$ cat src/sv/cota_pkg.sv
package cota_pkg;

    // accumulator width of the running hash
    localparam int ACC_WIDTH = 64;
    localparam int INDEX_WIDTH = 32;
    localparam int BITS_WIDTH = 6;

    // shift amounts of the per-byte mix and the final mix
    localparam int MIX_SHL = 10;
    localparam int MIX_SHR = 6;
    localparam int FIN_SHL_A = 3;
    localparam int FIN_SHR = 11;
    localparam int FIN_SHL_B = 15;

    localparam logic [BITS_WIDTH-1:0] INDEX_BITS_RESET = 6'd10;
    localparam logic [7:0] CHAR_END = 8'h00;
    localparam logic [7:0] CHAR_UPPER_A = 8'h41;
    localparam logic [7:0] CHAR_UPPER_Z = 8'h5A;
    localparam logic [7:0] CASE_OFFSET = 8'h20;

    typedef logic [ACC_WIDTH-1:0] acc_t;
    typedef logic [INDEX_WIDTH-1:0] index_t;
    typedef logic [BITS_WIDTH-1:0] bits_t;

    // ascii upper case to lower case, all other bytes unchanged
    function automatic logic [7:0] fold_case(input logic [7:0] b);
        logic [7:0] r;
        r = b;
        if (b >= CHAR_UPPER_A && b <= CHAR_UPPER_Z)
        begin
            r = b + CASE_OFFSET;
        end
        return r;
    endfunction

    // one add, shift-add, xor step per byte
    function automatic acc_t mix_byte(input acc_t acc, input logic [7:0] b);
        acc_t h;
        h = acc + acc_t'(b);
        h = h + (h << MIX_SHL);
        h = h ^ (h >> MIX_SHR);
        return h;
    endfunction

    // final avalanche on the terminator
    function automatic acc_t finalize(input acc_t acc);
        acc_t h;
        h = acc + (acc << FIN_SHL_A);
        h = h ^ (h >> FIN_SHR);
        h = h + (h << FIN_SHL_B);
        return h;
    endfunction

    // low-bit mask, widths above the index width saturate to all ones
    function automatic index_t index_mask(input bits_t bits);
        index_t m;
        for (int i = 0; i < INDEX_WIDTH; i++)
        begin
            m[i] = (bits_t'(i) < bits);
        end
        return m;
    endfunction

endpackage

$ cat src/sv/caseless_one_at_a_time_hash.sv
// Result: the hash_index of a terminator item is registered in hash_index_reg
//   after the terminator has been held in byte_reg; a held earlier result can delay it.
// Throughput: one byte item per cycle while no terminator is waiting; a terminator
//   waits only while an earlier result is still held by the downstream side.
// Reset (rst_n low, asynchronous): accumulator cleared, no item held,
//   index_bits back to 10.
module caseless_one_at_a_time_hash
    import cota_pkg::*;
(
    input  logic       clk,
    input  logic       rst_n,
    input  logic       in_valid,
    output logic       in_ready,
    input  logic [7:0] char_byte,
    output logic       out_valid,
    input  logic       out_ready,
    output index_t     hash_index,
    input  logic       cfg_valid,
    output logic       cfg_ready,
    input  bits_t      index_bits
);

    logic       in_valid_reg;
    logic       in_valid_next;
    logic [7:0] byte_reg;
    logic       out_valid_reg;
    logic       out_valid_next;
    index_t     hash_index_reg;
    index_t     hash_index_next;
    acc_t       acc_reg;
    acc_t       acc_next;
    acc_t       fin_acc;
    index_t     mask_reg;
    index_t     mask_next;

    logic       is_end;
    logic       advance;
    logic       in_take;
    logic       out_take;

    // stage control
    assign is_end   = (byte_reg == CHAR_END);
    assign out_take = out_valid_reg && out_ready;
    assign advance  = in_valid_reg && (!is_end || !out_valid_reg || out_ready);
    assign in_ready = !in_valid_reg || advance;
    assign in_take  = in_valid && in_ready;

    assign in_valid_next = in_take || (in_valid_reg && !advance);

    // final mix of the running hash
    assign fin_acc = finalize(acc_reg);

    // accumulator update and result formation
    always_comb
    begin
        acc_next        = acc_reg;
        hash_index_next = hash_index_reg;
        out_valid_next  = out_valid_reg && !out_take;
        if (advance)
        begin
            if (is_end)
            begin
                hash_index_next = fin_acc[INDEX_WIDTH-1:0] & mask_reg;
                out_valid_next  = 1'b1;
                acc_next        = '0;
            end
            else
            begin
                acc_next = mix_byte(acc_reg, fold_case(byte_reg));
            end
        end
    end

    // configuration, mask kept ready for the terminator
    assign cfg_ready = 1'b1;
    assign mask_next = (cfg_valid && cfg_ready) ? index_mask(index_bits) : mask_reg;

    // control registers
    always_ff @(posedge clk or negedge rst_n)
    begin
        if (!rst_n)
        begin
            in_valid_reg  <= 1'b0;
            out_valid_reg <= 1'b0;
            acc_reg       <= '0;
            mask_reg      <= index_mask(INDEX_BITS_RESET);
        end
        else
        begin
            in_valid_reg  <= in_valid_next;
            out_valid_reg <= out_valid_next;
            acc_reg       <= acc_next;
            mask_reg      <= mask_next;
        end
    end

    // payload registers
    always_ff @(posedge clk)
    begin
        if (in_take)
        begin
            byte_reg <= char_byte;
        end
        hash_index_reg <= hash_index_next;
    end

    assign out_valid  = out_valid_reg;
    assign hash_index = hash_index_reg;

endmodule

$ cat config.mk
export PLATFORM = sky130hd
export DESIGN_NAME = caseless_one_at_a_time_hash
export DESIGN_NICKNAME = d
export VERILOG_FILES = /design/src/sv/cota_pkg.sv /design/src/sv/caseless_one_at_a_time_hash.sv
export SDC_FILE = /design/constraint.sdc
export NUM_CORES = 1
export LEC_CHECK = 0
export BUFFER_PORTS_ARGS = -buffer_cell sky130_fd_sc_hd__buf_2
export CAP_MARGIN = 20
export CORE_ASPECT_RATIO = 1.5
export CORE_UTILIZATION = 54
export CTS_BUF_LIST = sky130_fd_sc_hd__clkbuf_8
export DETAILED_ROUTE_END_ITERATION = 7
export GPL_ROUTABILITY_DRIVEN = 0
export PLACE_DENSITY_LB_ADDON = 0.15
export SYNTH_ARGS = -nofsm -noshare
export SYNTH_HDL_FRONTEND = slang
export SYNTH_SLANG_ARGS = --single-unit
$ cat constraint.sdc
create_clock -name clk -period 17.17 [get_ports clk]
set_input_delay 0.8585 -clock clk [delete_from_list [all_inputs] [get_ports clk]]
set_output_delay 0.8585 -clock clk [all_outputs]
set_load 0.02 [all_outputs]
Word level (Yosys, flattened, before mapping):

Cells that the tools add are included.

* bits of input ports: 19
* bits in registers: 138

* bitwise logic cells: 3
* multiplexer cells: 6
* reduce and logical (&&, ||, !) cells: 17
* add/subtract/negate cells: 5
* magnitude comparators: 34

Operators by type and width (number)
* 5-bit by 6-bit < comparator with 1-bit output (first input constant): 16
* 64-bit adder: 1
* 64-bit by 8-bit adder with 64-bit output: 1
* 64-bit two-way mux: 1
* 64-bit by 58-bit XOR with 64-bit output: 1
* 4-bit by 6-bit < comparator with 1-bit output (first input constant): 8
* 43-bit adder: 1
* 32-bit adder: 1
* 32-bit AND: 1
* 32-bit XOR: 1
* 3-bit by 6-bit < comparator with 1-bit output (first input constant): 4
* 8-bit two-way mux: 3
* 1-bit by 6-bit < comparator with 1-bit output (first input constant): 2
* 2-bit by 6-bit < comparator with 1-bit output (first input constant): 2
* 8-bit by 6-bit adder with 8-bit output (second input constant): 1
* 8-bit by 7-bit >= comparator with 1-bit output (second input constant): 1
* 8-bit by 7-bit <= comparator with 1-bit output (second input constant): 1
* 8-bit logical NOT: 1
* 1-bit logical AND: 6
* 1-bit logical NOT: 5
* 1-bit logical OR: 4
* 1-bit two-way mux: 2
* 2-bit AND reduction: 1

Logic depth before layout (Yosys ltp):

Gate-level depths: netlist (run 1).

* depth in word-level cells: 10
* depth in mapped cells: 31
* mapped depth without buffers: 31

Worst setup path before layout (run 1):

No wires, ideal clock.

* kind: register to register
* start point: register byte_reg[3]
* end point: register acc_reg[56]
* setup slack: 11069 ps
* arrival time: 5980 ps
* data required time: 17049 ps
* path buffers: 2
* cell stages (with the launch flop): 32
* path through: edfxtp_1 nor3_1 nand3_1 nand3_1 a31oi_1 or2_2 ha_1 o211ai_1 o21ai_1 nand2_1 nor2_1 nand4_1 nor2_1 nand3_1 nor3_1 nand2_1 or2_2 clkbuf_1 nor2_1 xor2_1 ha_1 clkbuf_1 and3_1 o21ai_0 o21ai_0 or4b_2 a31oi_1 o21ai_0 a31oi_1 xnor2_1 xnor2_1 a22o_1

* word-level cells in the longest chain between the ends: 9
* elaborated cells between the ends (all ways): 16
* those cells by class: add/sub: 3; order compare: 2; mux: 4; bitwise: 1; reduce/logical: 6

Ends and longest elaborated chain
* start: declaration: RTL line caseless_one_at_a_time_hash.sv:25 `logic [7:0] byte_reg;`
* start signal: assignment: RTL line caseless_one_at_a_time_hash.sv:102 `byte_reg <= char_byte;`
* 8-bit by 7-bit >= comparator with 1-bit output / 8-bit by 7-bit <= comparator with 1-bit output (equally long branches): RTL line cota_pkg.sv:29 `if (b >= CHAR_UPPER_A && b <= CHAR_UPPER_Z)`
* 1-bit logical AND: RTL line cota_pkg.sv:29
* 8-bit two-way mux: RTL line cota_pkg.sv:29
* 8-bit two-way mux: RTL line caseless_one_at_a_time_hash.sv:61 `if (is_end)`
* 8-bit two-way mux: RTL line caseless_one_at_a_time_hash.sv:59 `if (advance)`
* 64-bit by 8-bit adder with 64-bit output: RTL line cota_pkg.sv:39 `h = acc + acc_t'(b);`
* 64-bit adder: RTL line cota_pkg.sv:40 `h = h + (h << MIX_SHL);`
* 64-bit by 58-bit XOR with 64-bit output: RTL line cota_pkg.sv:41 `h = h ^ (h >> MIX_SHR);`
* 64-bit two-way mux: RTL line caseless_one_at_a_time_hash.sv:61
* end signal: assignment: RTL line caseless_one_at_a_time_hash.sv:92 `acc_reg <= acc_next;`
* end: declaration: RTL line caseless_one_at_a_time_hash.sv:30 `acc_t acc_reg;`

Several ways; a longest one is shown, not always the timed one. The select of a mux whose other input is x is not followed.
A chain may end at the register's enable or synchronous reset.

Worst setup path after layout (run 1):

* start point: register byte_reg[3]
* end point: register acc_reg[55]

Same word-level chain as after synthesis.

==> results.md, run 1 <==
* CP max FO at 6
* N_diodes at 0
* WP data required at roughly 18 ns
* Post-synthesis register bit count at 138
* CTS Sinks at approximately 140
* Detail Placement HPWL at 31.5 mm
* CTS root buffer: clkbuf_8
* Dpl ws at ~9.8 ns
* Slew Viols, Final at 0
* Ys async rst share at 0.710
* Top area cells in the synthesized netlist: dfrtp_1, xnor2_1, ha_1, edfxtp_1, xor2_1
* CP arrival at 8.11 ns
* Largest register FFs at 64
* Largest net degree at the start of global routing at 66
* CTS tree: yes
* Cells after DPL at 1887
* Post-synth EDFFs at 40
* Die Y-Extent at 195 um
* Share of cells above drive strength 1 at 0.0859
* Post-Route WL at 39.7 mm
* Tcrit/Tclk final at 0.452
* CTS max path bufs at 2
* Synth Flop Type: dfrtp_1
* Worst-path clk slew at 0.09 ns
* Max H-tree Level at 4
* Avg Cell Area, Syn at 8.63 um2
* Area Growth Syn to Fin at 6.93%
* Status: finished, final reports clean
* First-pass GRT wire length at 62.3 mm
* Initial antenna violation count at 0
* GRT overflow at 0
* GRT Total Usage at 0.321
* Post-Syn Area at 0.0134 mm2
* Max incr delay on CP at 0.44 ns
* Vias at 12026
* Row cnt at 70
* Seq/Total Area, Yosys at 0.274
* Max_slew headroom at 0.401
* Setup TNS at 0 ns
* Buffers added on ports at 52
* TritonCTS buffer count at 17
* Yosys cell types at 93
* Core ar. at between 0.02 and 0.025 mm2
* Die area at 0.0254 mm2
* Initial Util at 0.550
* Most frequent cells in the layout: xnor2_1, nand2_1, a21oi_1
* Cells after synthesis at 1552
* CP endpoint kind: flop
* Mapped Nets at around 1700
* Commonest non-fill, non-tap cell in the layout: xnor2_1
* Vias in the first global route at 11882
* CTS resizes at 0
* Worst Slack Setup Final at approximately 9.4 ns
* Minimum clock period at 7.77 ns
* Insertion delay to the later sink of the worst-skew pair at about 0.48 ns
* Fillers at 2229
* Seq. cell area at 0.00367 mm2
* WL/cell at 20.7 um
* Largest area contributor in the netlist: dfrtp_1
* Slew @ Worst Pin at 0.892 ns
* Setup violators final at 0
* Drt first pass iters at 6
* Post-CTS Setup Inserts at 0
* Area of the multi-input gates at 0.00941 mm2
* Layout Skew at 0.0217 ns
* Starting DRT DRC Count at between 600 and 700
* CP Buf/Inv Count at 2
* FMAX at 129 MHz
* Post-route ant nets at 0
* Crit-path slowest cell: o21ai_1
* Worst Hold Class: input pin to asynchronous set/reset pin
* RSZ-0062 raised after global routing: false
* CTS Hold Bufs at 0
* Finished Layout Cells at 1919
* Final Hold Viols at 0
* Yosys Warn Count at 0
* Top cell type's share of synthesized area at 0.164
* Via density at around 6.3
* CP startpoint kind: flop
* DR DRC count at 0
* Number of max-cap violations at 0
* Critical path class: flop to flop
* Die W at 131 um
* Delay-heaviest family, CP: simple AND/OR/NAND/NOR gates
* Final #Nets at 1716
* IO Pins at 54
[cells in the mapped netlist, drive strengths merged, types with 5 or more instances]
master and number:
a211o 7, a211oi 10, a21boi 9, a21o 71, a21oi 114, a31oi 23, and2 36, and3 25
and4 13, clkbuf 43, dfrtp 88, dfstp 10, edfxtp 40, ha 111, inv 40, mux2 5
nand2 131, nand2b 17, nand3 59, nand4 26, nor2 95, nor2b 12, nor3 25, nor4 9
o211ai 13, o21a 22, o21ai 114, o21bai 15, o31ai 11, or2 11, or3 6, xnor2 166
xnor3 5, xor2 84
[worst paths after layout]
| path | start | to | slack (ns) | depth (start not counted) |
|---|---|---|---|---|
| max in group asynchronous | rst_n | mask_reg[13]$_DFFE_PN0P_ | 15.56 | 2 |
| max reg2reg | byte_reg[3]$_DFFE_PP_ | acc_reg[55]$_DFFE_PN0P_ | 9.40 | 31 |
| min | rst_n | acc_reg[6]$_DFFE_PN0P_ | 0.39 | 1 |
| max | byte_reg[3]$_DFFE_PP_ | acc_reg[55]$_DFFE_PN0P_ | 9.40 | 31 |
| min in group clk | mask_reg[5]$_DFFE_PN1P_ | mask_reg[5]$_DFFE_PN1P_ | 0.50 | 2 |
| min reg2reg | mask_reg[5]$_DFFE_PN1P_ | mask_reg[5]$_DFFE_PN1P_ | 0.50 | 2 |
[area by class of cell]
class,count,share of cell area
Clock inverter,15,0.0104
Tap cell,324,0.0283
Timing Repair Buffer,57,0.0210
Sequential cell,138,0.256
Inverter,41,0.0107
Clock buffer,17,0.0163
Multi-Input combinational cell,1327,0.657
[cell families (layout without fill, tap and decap cells)]
family / Yosys count / after routing / share of synthesized area
and+or+nand+nor: 484 / 484 / 0.184
AOI/OAI and AO/OA: 462 / 462 / 0.224
other: 1 / 1 / 0.000280
muxes: 5 / 5 / 0.00420
buffers and inverters: 87 / 130 / 0.0249
xor gates and xnor gates: 256 / 256 / 0.176
DFF: 138 / 138 / 0.274
adders and majority gates: 119 / 119 / 0.113
[metal layers]
metal  vias to the layer above  track usage  routed length, um
met2                       434        0.559              20100
met4                         0        0.245               3240
met3                       185       0.0443               1710
met1                      5690        0.343              14600
li1                       5717            -                  -
met5                         -            0                  0
[per-stage QoR]
stage / utilization / instance area, um2 / hold slack [ns]
after floorplan: - / 13400 / 0.450
after global placement: 0.572 / 13900 / 0.478
after detailed placement: 0.572 / 13900 / 0.482
after CTS: 0.588 / 14300 / 0.397
after global routing: 0.588 / 14300 / 0.417
final: 0.588 / 14300 / 0.390
Power of run 1 is left out: the tool's default activity adds up to more than one toggle a clock period on the data nets, which glitch-free logic cannot reach.
==> run 2, diff against run 1 <==
Clock period 17.17 ns to 7.2 ns, I/O delays scaled along.
==> results.md, run 2 (same netlist as run 1, synthesis figures left out) <==
* Status: finished, final reports clean
* CTS root buffer: clkbuf_8
* Setup TNS at 0 ns (unchanged)
* RSZ-0062 raised after global routing: false
* Initial Util at 0.550 (unchanged)
* Post-route ant nets at 0 (unchanged)
* Most frequent cells in the layout: xnor2_1, nand2_1, a21oi_1
* Reg2reg end: hash_index[31]$_DFFE_PP_
* Via density at 6.29 (+0.44%)
* Setup violators final at 0 (unchanged)
* Hold Path Sink: byte_reg[1]$_DFFE_PP_
* Layout Skew at 0.0151 ns (-0.00658 ns)
* Reg2reg path depth at 25 (-19%)
* First-pass GRT wire length at 63.7 mm (+2.2%)
* Worst hold start: char_byte[1]
* Initial antenna violation count at 0 (unchanged)
* Slew @ Worst Pin at 1.00 ns (+0.109 ns)
* Die area at 0.0254 mm2 (unchanged)
* Core ar. at 0.0243 mm2 (unchanged)
* Insertion delay to the later sink of the worst-skew pair at 0.49 ns (about the same)
* Vias in the first global route at 12261 (+3.2%)
* Commonest non-fill, non-tap cell in the layout: xnor2_1
* CP arrival at 7.09 ns (-1.02 ns)
* Final #Nets at 1736 (+1.2%)
* WP data required at 7.44 ns (-10.07 ns)
* Worst Hold Class: input pin to flop
* N_diodes at 0 (unchanged)
* CTS max path bufs at 2 (unchanged)
* Largest net degree at the start of global routing at 66 (unchanged)
* Cell Area, Placed at 0.0141 mm2 (+0.97%)
* Die Y-Extent at 195 um (unchanged)
* CP max FO at 12 (+6)
* WL/cell at 20.9 um (+0.84%)
* Reg2reg setup slack at 0.36 ns (-9.04 ns)
* CP startpoint kind: flop
* CTS tree: yes
* CTS Sinks at 138 (unchanged)
* GRT overflow at 0 (unchanged)
* Buffers added on ports at 52 (unchanged)
* Row cnt at 70 (unchanged)
* Slew Viols, Final at 0 (unchanged)
* Fillers at 2258 (+1.3%)
* FMAX at 146 MHz (+14%)
* CP endpoint kind: flop
* Reg-to-Reg Start: acc_reg[8]$_DFFE_PN0P_
* Largest register FFs at 64 (unchanged)
* Worst hold stages at 1
* TritonCTS buffer count at 17 (unchanged)
* Number of max-cap violations at 0 (unchanged)
* Worst setup path startpoint: acc_reg[8]$_DFFE_PN0P_
* Max incr delay on CP at 0.51 ns (+0.07 ns)
* Cell mode on critical path: a21o_1
* Die W at 131 um (unchanged)
* Starting DRT DRC Count at 729 (+9.1%)
* Max_slew headroom at 0.328 (-0.0732)
* Detail Placement HPWL at 32.3 mm (+2.5%)
* DR DRC count at 0 (unchanged)
* Post-route cell area at 0.0146 mm2 (+1.7%)
* GRT Total Usage at 0.330 (+0.00883)
* Worst-path clk slew at 0.08 ns (about the same)
* Final Hold Viols at 0 (unchanged)
* IO Pins at 54 (unchanged)
* Share of cells above drive strength 1 at 0.103 (+0.0169)
* Tcrit/Tclk final at 0.950 (+0.498)
* Critical path class: flop to flop
* Drt first pass iters at 5 (-1)
* Minimum clock period at 6.84 ns (-0.927 ns)
* Area Growth Syn to Fin at 8.76%
* Post-Route WL at 40.4 mm (+1.9%)
* Crit-path slowest cell: dfrtp_2
* Vias at 12205 (+1.5%)
* Max H-tree Level at 4 (unchanged)
==> run 2: repair_timing <==
item | CTS | global route
endpoints found under the hold margin | 41 | 0
resized for setup | 0 | 12
hold buffers | 1 | 0
setup endpoints to repair | 0 | 18
buffers inserted | 0 | 1
==> run 2: how the worst max path moves through the flow <==
stage	endpoint	slack, ns
CTS	acc_reg[56]$_DFFE_PN0P_	0.23
floorplan	acc_reg[56]$_DFFE_PN0P_	1.10
finish	hash_index[31]$_DFFE_PP_	0.36
global route	hash_index[31]$_DFFE_PP_	0.004
global placement	hash_index[31]$_DFFE_PP_	0.33
detailed placement	acc_reg[56]$_DFFE_PN0P_	0.26
==> run 2: metrics by stage <==
| step | instances | utilization | hold slack [ns] | setup slack (ns) |
|---|---|---|---|---|
| 6_report | 1939 | 0.598 | 0.0469 | 0.358 |
| 5_1_grt | 1939 | 0.598 | 0.0372 | 0.00435 |
| 4_1_cts | 1938 | 0.596 | 0.0280 | 0.231 |
| 3_5_place_dp | 1905 | 0.578 | 0.394 | 0.257 |
| 3_3_place_gp | 1905 | 0.578 | 0.392 | 0.326 |
| 2_1_floorplan | 1552 | - | 0.0644 | 1.10 |
==> run 2: layout make-up <==
class,count,area [um2],area share
clock inverter,15,198,0.0136
clock buffer,17,234,0.0161
tap,324,405,0.0278
inverter,41,154,0.0106
multi-input combinational,1327,9450,0.649
sequential,138,3670,0.252
timing repair buffer,77,453,0.0311
==> run 2: worst max-delay path, delay by kind of cell (launching register included) <==
family,cells,cell delay (ns)
flip-flops,1,0.51
AO/OA/AOI/OAI,15,3.65
adder cells (fa/ha/maj),3,1.10
XOR/XNOR,4,1.01
AND/OR/NAND/NOR,3,0.34
==> run 2: metal layers <==
| layer | track usage | up-vias | part of all wire |
|---|---|---|---|
| met5 | 0 | - | 0 |
| met4 | 0.286 | 0 | 0.092 |
| met3 | 0.0559 | 209 | 0.044 |
| met2 | 0.579 | 449 | 0.51 |
| met1 | 0.329 | 5780 | 0.36 |
| li1 | - | 5767 | - |
Power of run 2 is left out for the same reason.
==> run 3, diff against run 2 <==
--- a/config.mk
+++ b/config.mk
@@ -15,2 +15,4 @@
 export PLACE_DENSITY_LB_ADDON = 0.15
+export RECOVER_POWER = 25
+export SLEW_MARGIN = 40
 export SYNTH_ARGS = -nofsm -noshare
--- a/constraint.sdc
+++ b/constraint.sdc
@@ -3,2 +3,2 @@
 set_output_delay 0.36 -clock clk [all_outputs]
-set_load 0.02 [all_outputs]
+set_load 0.01 [all_outputs]
==> results.md, run 3 (same netlist as run 1, synthesis figures left out) <==
* Status: finished, violations left
* Failing checks: capacitance limit, slew limit
* CTS Sinks at 138 (unchanged)
* Worst hold stages at 1 (unchanged)
* Die Y-Extent at 195 um (unchanged)
* Row cnt at 70 (unchanged)
* Max H-tree Level at 4 (unchanged)
* Layout Skew at 0.0150 ns (-0.000123 ns)
* Hold Path Sink: byte_reg[1]$_DFFE_PP_
* Final Hold Viols at 0 (unchanged)
* Setup violators final at 0 (unchanged)
* Detail Placement HPWL at 32.3 mm (unchanged)
* Worst hold start: char_byte[1]
* Max_slew headroom at -0.705 (-1.03)
* Die area at 0.0254 mm2 (unchanged)
* Buffers added on ports at 52 (unchanged)
* Core ar. at 0.0243 mm2 (unchanged)
* Setup TNS at 0 ns (unchanged)
* Vias at 12194 (-0.090%)
* N_diodes at 0 (unchanged)
* CP startpoint kind: flop
* Worst Hold Class: input pin to flop
* Largest net degree at the start of global routing at 66 (unchanged)
* Drt first pass iters at 5 (unchanged)
* Reg2reg end: hash_index[31]$_DFFE_PP_
* WP data required at 7.44 ns (about the same)
* Area Growth Syn to Fin at 8.74% (about the same)
* GRT overflow at 0 (unchanged)
* Reg-to-Reg Start: acc_reg[8]$_DFFE_PN0P_
* Reg2reg setup slack at 0.36 ns (about the same)
* Post-route ant nets at 0 (unchanged)
* Initial antenna violation count at 0 (unchanged)
* Insertion delay to the later sink of the worst-skew pair at 0.49 ns (about the same)
* CP endpoint kind: flop
* Critical path class: flop to flop
* Worst-path clk slew at 0.08 ns (about the same)
* Minimum clock period at 6.84 ns (-0.000110 ns)
* CTS root buffer: clkbuf_8
* Met2 routed WL at 20.4 mm (-0.19%)
* Slew Viols, Final at 98 (+98)
* Commonest non-fill, non-tap cell in the layout: xnor2_1
* Max Used Layer: met4
* Share of cells above drive strength 1 at 0.101 (-0.00186)
* Tcrit/Tclk final at 0.950 (about the same)
* Number of max-cap violations at 2 (+2)
* Reg2reg path depth at 25 (unchanged)
* Via density at 6.29 (about the same)
* CP arrival at 7.09 ns (about the same)
* RSZ-0062 raised after global routing: false
* FMAX at 146 MHz (about the same)
* Post-Route WL at 40.4 mm (about the same)
* DR DRC count at 0 (unchanged)
* First-pass GRT wire length at 63.7 mm (unchanged)
* TritonCTS buffer count at 17 (unchanged)
* Starting DRT DRC Count at 729 (unchanged)
* WL/cell at 20.8 um (about the same)
* Die W at 131 um (unchanged)
* Met1 Wirelength at 14.5 mm (about the same)
* IO Pins at 54 (unchanged)
* CTS tree: yes
* CP max FO at 12 (unchanged)
* Initial Util at 0.550 (unchanged)
* Slew @ Worst Pin at 2.56 ns (+1.56 ns)
* Fillers at 2260 (+0.089%)
* CTS max path bufs at 2 (unchanged)
* Wire length on met3 at 1.75 mm (-0.85%)
* Vias in the first global route at 12261 (unchanged)
* Final #Nets at 1736 (unchanged)
* Largest register FFs at 64 (unchanged)
* GRT Total Usage at 0.330 (unchanged)
* Most frequent cells in the layout: xnor2_1, nand2_1, a21oi_1
## run 3: worst max-delay path by stage
stage,startpoint,to,slack [ns],cells past startpoint
6_report,acc_reg[8]$_DFFE_PN0P_,hash_index[31]$_DFFE_PP_,0.36,25
5_1_grt,acc_reg[8]$_DFFE_PN0P_,hash_index[31]$_DFFE_PP_,0.004,25
4_1_cts,byte_reg[3]$_DFFE_PP_,acc_reg[56]$_DFFE_PN0P_,0.23,29
3_5_place_dp,byte_reg[3]$_DFFE_PP_,acc_reg[56]$_DFFE_PN0P_,0.26,29
3_3_place_gp,acc_reg[8]$_DFFE_PN0P_,hash_index[31]$_DFFE_PP_,0.33,25
2_1_floorplan,byte_reg[3]$_DFFE_PP_,acc_reg[56]$_DFFE_PN0P_,1.10,31
## run 3: metal layers
| layer | track usage | up-vias |
|---|---|---|
| met5 | 0 | - |
| li1 | - | 5765 |
| met3 | 0.0559 | 211 |
| met4 | 0.286 | 0 |
| met1 | 0.329 | 5771 |
| met2 | 0.579 | 447 |
## run 3: worst max-delay path, stage by stage, from the launching register on
cell      delay, ns
dfrtp_2        0.51
ha_1           0.41
a21o_1         0.20
a21o_1         0.17
a21o_1         0.19
a221o_1        0.34
a21o_1         0.22
a2111o_1       0.46
a31oi_1        0.22
xnor2_1        0.29
xor2_2         0.22
ha_1           0.29
fa_1           0.40
a21o_1         0.17
a21oi_1        0.18
nor2b_1        0.09
o21a_1         0.21
o311a_1        0.34
o31ai_1        0.28
nand2b_1       0.09
a21oi_1        0.22
o21ai_0        0.18
a31oi_1        0.27
xnor3_1        0.36
xnor2_1        0.14
and2_1         0.16
## run 3: through the flow
stage	cell area [um2]	worst slack (ns)	instances	hold WS (ns)	util
2_1_floorplan	13400	1.10	1552	0.0644	-
3_3_place_gp	14100	0.326	1905	0.392	0.578
3_5_place_dp	14100	0.257	1905	0.394	0.578
4_1_cts	14500	0.231	1938	0.0280	0.596
5_1_grt	14600	0.00435	1939	0.0372	0.598
6_report	14600	0.359	1939	0.0471	0.598
## run 3: layout make-up
type                            count  area [um2]  share of cell area
Clock buffer                       17         234              0.0161
Clock inverter                     15         198              0.0136
Inverter                           41         154              0.0106
Multi-Input combinational cell   1327        9450               0.649
Sequential cell                   138        3670               0.252
Tap cell                          324         405              0.0278
Timing Repair Buffer               77         450              0.0309
## run 3: timing repair
action                                  in CTS  in global routing
setup buffers                                0                  1
hold endpoints to repair                    41                  0
endpoints found under the setup margin       0                 18
gates resized for setup                      0                 12
hold buffers                                 1                  0
Power of run 3 is left out for the same reason.
